$ cat src/rtl/mt_pkg.sv
// package: constants, operation codes, control structs and tempering for the mt19937 block
package mt_pkg;

  // state geometry
  localparam int unsigned STATE_WORDS  = 624;
  localparam int unsigned TWIST_OFFSET = 397;

  // generator constants
  localparam logic [31:0] TWIST_MATRIX = 32'h9908_B0DF;
  localparam logic [31:0] SEED_MULT    = 32'd1812433253;
  localparam logic [31:0] TEMPER_B     = 32'h9D2C_5680;
  localparam logic [31:0] TEMPER_C     = 32'hEFC6_0000;
  localparam logic [31:0] DEFAULT_SEED = 32'd5489;

  // operation codes of an input item
  typedef enum logic {
    OP_NEXT = 1'b0,
    OP_SEED = 1'b1
  } op_e;

  // commands from controller to datapath
  typedef struct packed {
    logic fill_start;  // load seed, clear fill counter and index
    logic sel_auto;    // take the seed from the auto seed register
    logic fill_step;   // write one initialisation word
    logic rd_nxt;      // read the word after the current one
    logic rd_far;      // read the word at the twist offset
    logic commit;      // write twisted word, load result register
  } mt_cmd_t;

  // status from datapath to controller
  typedef struct packed {
    logic fill_last;   // current fill word is the last one
    logic out_free;    // result register can take a new word
  } mt_sts_t;

  // output tempering
  function automatic logic [31:0] temper(input logic [31:0] w);
    logic [31:0] y;
    y = w;
    y = y ^ (y >> 11);
    y = y ^ ((y << 7) & TEMPER_B);
    y = y ^ ((y << 15) & TEMPER_C);
    y = y ^ (y >> 18);
    return y;
  endfunction

endpackage

$ cat src/rtl/mt_ctrl.sv
// controller: sequences seeding sweeps and the accept, far-read and twist steps of each next item
module mt_ctrl (
  input  logic           clk_i,
  input  logic           rst_ni,
  input  logic           in_valid_i,
  input  logic           in_operation_i,
  output logic           in_ready_o,
  input  mt_pkg::mt_sts_t sts_i,
  output mt_pkg::mt_cmd_t cmd_o
);

  typedef enum logic [2:0] {
    ST_IDLE,
    ST_FILL,
    ST_RD_NXT,
    ST_RD_FAR,
    ST_TWIST
  } state_e;

  state_e state_q;
  logic   seeded_q;
  logic   pending_q;
  logic   accept;
  logic   is_next;

  assign in_ready_o = (state_q == ST_IDLE);
  assign accept     = in_valid_i && in_ready_o;
  assign is_next    = (mt_pkg::op_e'(in_operation_i) == mt_pkg::OP_NEXT);

  // command decode
  always_comb begin
    cmd_o            = '0;
    cmd_o.fill_start = accept && (!is_next || !seeded_q);
    cmd_o.sel_auto   = is_next;
    cmd_o.fill_step  = (state_q == ST_FILL);
    cmd_o.rd_nxt     = (accept && is_next && seeded_q) || (state_q == ST_RD_NXT);
    cmd_o.rd_far     = (state_q == ST_RD_FAR);
    cmd_o.commit     = (state_q == ST_TWIST) && sts_i.out_free;
  end

  // state and seeding flags
  always_ff @(posedge clk_i or negedge rst_ni) begin
    if (!rst_ni) begin
      state_q   <= ST_IDLE;
      seeded_q  <= 1'b0;
      pending_q <= 1'b0;
    end else begin
      unique case (state_q)
        ST_IDLE: begin
          if (accept) begin
            if (cmd_o.fill_start) begin
              state_q   <= ST_FILL;
              pending_q <= is_next;
              seeded_q  <= 1'b1;
            end else begin
              state_q <= ST_RD_FAR;
            end
          end
        end
        ST_FILL: begin
          if (sts_i.fill_last) begin
            state_q <= pending_q ? ST_RD_NXT : ST_IDLE;
          end
        end
        ST_RD_NXT: begin
          state_q <= ST_RD_FAR;
        end
        ST_RD_FAR: begin
          state_q <= ST_TWIST;
        end
        ST_TWIST: begin
          if (sts_i.out_free) begin
            state_q <= ST_IDLE;
          end
        end
        default: begin
          state_q <= ST_IDLE;
        end
      endcase
    end
  end

endmodule

$ cat config.mk
export PLATFORM = sky130hd
export DESIGN_NAME = mt_ctrl
export DESIGN_NICKNAME = d
export VERILOG_FILES = /design/src/rtl/mt_pkg.sv /design/src/rtl/mt_ctrl.sv
export SDC_FILE = /design/constraint.sdc
export NUM_CORES = 1
export LEC_CHECK = 0
export BUFFER_PORTS_ARGS = -buffer_cell sky130_fd_sc_hd__buf_2
export CAP_MARGIN = 20
export CORE_AREA = 2 2 39 41
export CTS_CLUSTER_SIZE = 10
export DETAILED_ROUTE_END_ITERATION = 16
export DIE_AREA = 0 0 41 43
export GPL_TIMING_DRIVEN = 0
export PLACE_DENSITY = 0.45
export SLEW_MARGIN = 40
export SYNTH_ARGS = -nofsm -noshare
export SYNTH_HDL_FRONTEND = slang
export SYNTH_SLANG_ARGS = --single-unit
$ cat constraint.sdc
create_clock -name clk_i -period 1.85 [get_ports clk_i]
set_clock_uncertainty 0.2 [all_clocks]
set_input_delay 0.37 -clock clk_i [delete_from_list [all_inputs] [get_ports clk_i]]
set_output_delay 0.37 -clock clk_i [all_outputs]
set_load 0.05 [all_outputs]
==> reports/metrics.csv, run 1 <==
metric,value,unit
initial_utilization,20.4,%
tightest_slew,0.248,ns
timing.final.hold_violations,0,
setup_tns,-0.189,ns
synthArstFlopShare,100,%
worstPathArrival,1.47,ns
postPlaceCellArea,375,um2
dieHeight,43,um
power_density,2010,nW/um2
core,1380,um2
clock_latency,0.24,ns
cts_sinks,5,
cts_inserted_buffers,3,
yosysWarnings,0,
syn_nets,35,
min_path_cells,2,
grt_pass1_vias,291,
slew_headroom,83.6,%
areaGrowthSynthToFinish,73.9,%
die_w,41,um
path_max_fanout,2,
rr_worst_depth,3,
grt_max_degree,9,
synth-main-ff-cell,dfrtp_1,
fmax,490,MHz
cts_tree,done,
whs_endpoint,state_q[2],
crit_required,1.28,ns
rows,14,
post_route_cells_drive_above_1_share,64.6,%
setup_viol,1,
final_cell_area,492,um2
grt_setup_unrepaired,yes,
final_max_slew_viol_count,0,
layout_worst_path_cycle_share,110,%
ys_types,20,
syn-cell-area,283,um2
syn_area_per_cell,9.75,um2
wl,706,um
violations,setup timing,
drt_iter0_markers,0,
vias,289,
first_pass_iters,1,
reg2reg_from,state_q[2],
grt_pass1_wl,1180,um
drc_errors,0,
grt_usage,11.1,%
rr_endpoint,pending_q,
max_cap_viol_count,0,
htreeDepth,1,
root_buffer,clkbuf_4,
ant_nets,0,
power,0.986,mW
status,finished with violations,
clk_pin_slew,0.04,ns
io_buffers,12,
post-route-min-period,2.04,ns
ys_seq_elements,5,
synth_edf_count,0,
p_leak,0.229,nW
clk_path_buf_depth,2,
grt_overflow,0,
ios,13,
min-delay-start,sts_i[0],
place_congestion,0.618,
yosysSeqAreaShare,44.2,%
post_drt_wl_per_cell,11.0,um
via_per_inst,4.52,
worst_slack,-0.189,ns
ir_drop,1.00,mV
hold_path_class,input pin to register,
diodes,0,
critPathKind,register to output pin,
fin_nets,55,
crit_path_end_kind,output pin,
synthCells,29,
regToRegSetupSlack,0.24,ns
whs,0.139,ns
fin_util,35.5,%
die_area,1760,um2
antenna_found_initial,0,
startpoint_type,register,
[timing repair]
action	CTS	global route
pin swaps	3	2
setup buffers	4	0
hold buffers	1	0
endpoints found under the hold margin	5	0
gates resized for setup	15	5
setup endpoints to repair	4	6
[worst max path at each step]
stage	cells past startpoint	slack [ns]	to	startpoint
3_5_place_dp	4	-0.13	cmd_o[5]	state_q[0]
5_1_grt	3	-0.24	cmd_o[5]	state_q[2]
2_1_floorplan	3	-0.21	cmd_o[5]	state_q[0]
4_1_cts	4	-0.20	cmd_o[5]	state_q[0]
3_3_place_gp	4	-0.14	cmd_o[5]	state_q[0]
6_report	3	-0.19	cmd_o[5]	state_q[2]
[synthesized netlist by cell type (2+ instances only)]
library cell  number  area, um2
nor3_1             2       10.0
o31ai_1            2       15.0
dfrtp_1            5        125
nor2_1             4       15.0
[power by group]
group | internal, mW | switching, mW
Combinational | 0.269 | 0.421
Sequential | 0.149 | 0.0209
Clock | 0.0815 | 0.0445
Total | 0.500 | 0.487
[per-stage QoR]
stage	std cells	setup slack (ns)
2_1_floorplan	29	-0.206
3_3_place_gp	57	-0.138
3_5_place_dp	57	-0.134
4_1_cts	65	-0.197
5_1_grt	64	-0.238
6_report	64	-0.189
[cell families after synthesis]
family / after synthesis / synth area share [%]
DFF: 5 / 44.2
and+or+nand+nor: 14 / 31.4
buffers and inverters: 4 / 9.73
AOI/OAI and AO/OA: 6 / 14.6
[final cells by class]
| cell class | count | area [um2] |
|---|---|---|
| Fill cell | 149 | 892 |
| Timing Repair Buffer | 17 | 134 |
| Buffer | 1 | 7.51 |
| Inverter | 1 | 3.75 |
| Tap cell | 16 | 20.0 |
| Multi-Input combinational cell | 20 | 173 |
| Sequential cell | 5 | 128 |
| Clock buffer | 4 | 26.3 |
[critical path, cell delays in order, from the launching register on]
cell,delay [ns]
dfrtp_2,0.39
or4b_4,0.56
nor2_4,0.13
buf_8,0.15
[cell usage in the layout, fill, tap and decap left out, types with 2 or more instances in the layout]
cell,Yosys,layout
dfrtp_2,0,2
nor3_2,0,2
dfrtp_1,5,3
buf_4,1,7
o31ai_1,2,2
buf_6,1,3
clkbuf_4,0,3
nor2_1,4,2
nor2_4,0,2
buf_2,1,6
[per-layer routing]
metal  track usage, %  vias up  wire, um
met1             11.1      134       297
li1                 -      137         -
met3             4.71        4        53
met4             12.0        0        31
met5                0        -         0
met2             15.3       14       323
[sequential cells by signal, summed over array words and instances, names as in the netlist]
| name | count |
|---|---|
| state_q | 3 |
| seeded_q | 1 |
| pending_q | 1 |
Power figures use the tool's default switching activity.
==> inputs of run 2 (changes only) <==
--- a/config.mk
+++ b/config.mk
@@ -5,14 +5,14 @@
 export SDC_FILE = /design/constraint.sdc
 export NUM_CORES = 1
 export LEC_CHECK = 0
-export BUFFER_PORTS_ARGS = -buffer_cell sky130_fd_sc_hd__buf_2
 export CAP_MARGIN = 20
 export CORE_AREA = 2 2 39 41
 export CTS_CLUSTER_SIZE = 10
 export DETAILED_ROUTE_END_ITERATION = 16
 export DIE_AREA = 0 0 41 43
+export DONT_BUFFER_PORTS = 1
 export GPL_TIMING_DRIVEN = 0
-export PLACE_DENSITY = 0.45
+export PLACE_DENSITY = 0.36
 export SLEW_MARGIN = 40
 export SYNTH_ARGS = -nofsm -noshare
 export SYNTH_HDL_FRONTEND = slang
==> reports/metrics.csv, run 2 (synthesis gave the netlist of run 1 again) <==
metric,value,unit,change
grt_pass1_wl,1200,um,+1.8%
place_congestion,0.650,,+5.1%
tightest_slew,0.604,ns,+0.355 ns
cts_sinks,5,,unchanged
areaGrowthSynthToFinish,76.5,%,
largest_register_ff_count,3,,unchanged
final_common_cell,buf_4,,
power_density,2190,nW/um2,+9.0%
hold_path_class,input pin to register,,
initial_utilization,20.4,%,unchanged
io_buffers,0,,-12
fmax,473,MHz,-3.5%
slew_headroom,59.7,%,-24 points
timing.final.hold_violations,0,,unchanged
crit_buf_inv,1,,unchanged
grt_setup_unrepaired,yes,,
cts_inserted_buffers,3,,unchanged
first_pass_iters,2,,+1
max_cap_viol_count,0,,unchanged
grt_pass1_vias,281,,-3.4%
status,finished with violations,,
violations,setup timing,,
ir_drop,1.07,mV,+7.2%
drt_iter0_markers,2,,+2
setup_tns,-0.652,ns,-0.463 ns
fin_nets,51,,-7.3%
path_max_fanout,3,,+1
power,1.09,mW,+11%
reg_top3,"state_q: 3 flops, pending_q: 1 flops, seeded_q: 1 flops",,
via_per_inst,4.48,,-0.72%
worst_slack,-0.264,ns,-0.0748 ns
fin_util,36.1,%,+0.54 points
crit_path_end_kind,output pin,,
ios,13,,unchanged
critPathKind,register to output pin,,
grt_usage,10.6,%,-0.47 points
diodes,0,,unchanged
worstPathArrival,1.54,ns,+0.07 ns
core,1380,um2,unchanged
grt_overflow,0,,unchanged
post_drt_wl_per_cell,13.2,um,+19%
regToRegSetupSlack,0.13,ns,-0.11 ns
critPathTopFamily,simple AND/OR/NAND/NOR gates,,
dieHeight,43,um,unchanged
root_buffer,clkbuf_4,,
whs,0.0197,ns,-0.120 ns
cp_slowest_cell,or4b_4,,
layout_worst_path_cycle_share,114,%,+4.0 points
intPower,0.559,mW,+12%
wl,789,um,+12%
pre_cts_slack,-0.252,ns,-0.119 ns
clock_latency,0.24,ns,about the same
die_area,1760,um2,unchanged
crit_required,1.28,ns,about the same
cts_tree,done,,
final_max_slew_viol_count,0,,unchanged
ant_nets,0,,unchanged
drc_errors,0,,unchanged
clk_path_buf_depth,2,,unchanged
post-route-min-period,2.11,ns,+0.0748 ns
vias,269,,-6.9%
power_switching_share,48.8,%,-0.54 points
die_w,41,um,unchanged
startpoint_type,register,,
cp_cell_sequence,"buf_6, or4b_4, nor2_4",,
postPlaceCellArea,315,um2,-16%
htreeDepth,1,,unchanged
crit_path_max_incr_delay,0.50,ns,-0.06 ns
pwr-share-seq,15.9,%,-1.3 points
rows,14,,unchanged
clk_pin_slew,0.05,ns,about the same
setup_viol,5,,+4
p_leak,0.216,nW,-5.8%
comb_power_share,72.4,%,+2.4 points
post_route_cells_drive_above_1_share,61.4,%,-3.2 points
dp_hpwl,487,um,
power_switching,0.533,mW,+9.5%
max_flop_register,state_q,,
antenna_found_initial,0,,unchanged
fin_cells,60,,-6.3%
final_cell_area,499,um2,+1.5%
p_clk_share,11.7,%,-1.1 points
place_inst,45,,-21%
final_cell_mix,"buf_4, buf_6, dfrtp_1, clkbuf_4",,
grt_max_degree,10,,+1
## run 2: changes by cell type in the layout (fill, tap and decap cells not counted), sizes merged
cell	before	now
buf	17	13
## run 2: routing by layer
| layer | track usage [%] | routed length [um] | vias up | part of all wire (%) |
|---|---|---|---|---|
| met1 | 12.5 | 311 | 124 | 39 |
| met4 | 10.0 | 14 | 0 | 1.8 |
| met2 | 13.8 | 415 | 10 | 53 |
| met5 | 0 | 0 | - | 0 |
| met3 | 4.19 | 48 | 2 | 6.1 |
| li1 | - | - | 133 | - |
## run 2: layout make-up
class / count / area [um2]
multi-input combinational: 20 / 193
timing repair buffer: 12 / 111
buffer: 2 / 18.8
clock buffer: 4 / 26.3
inverter: 1 / 3.75
tap: 16 / 20.0
fill: 152 / 885
sequential: 5 / 126
## run 2: worst paths after layout
path | endpoint | depth (start not counted) | start
max | cmd_o[5] | 3 | state_q[0]
min | state_q[2] | 1 | sts_i[0]
max reg2reg | state_q[1] | 6 | state_q[0]
min reg2reg | seeded_q | 1 | seeded_q
max in group asynchronous | state_q[1] | 1 | rst_ni
min in group asynchronous | pending_q | 1 | rst_ni
## run 2: worst register-to-register path, delay by kind of cell, from the launching register on
kind,cells,cell delay (ns)
and+or+nand+nor,2,0.67
DFF,1,0.34
AOI/OAI and AO/OA,1,0.09
buffers and inverters,3,0.31
## run 2: power by group through the flow
stage	registers, mW	logic [mW]	clock network, mW
after floorplan	0.173	0.432	0
after global placement	0.179	0.460	0
after detailed placement	0.180	0.465	0
after CTS	0.193	0.641	0.136
after global routing	0.176	0.840	0.142
final	0.174	0.790	0.128
## run 2: timing repair
action	CTS	global route
gates cloned	0	0
endpoints found under the hold margin	5	0
resized for setup	13	7
endpoints found under the setup margin	5	7
setup buffers	6	6
pin swaps	5	6
hold buffers	1	0
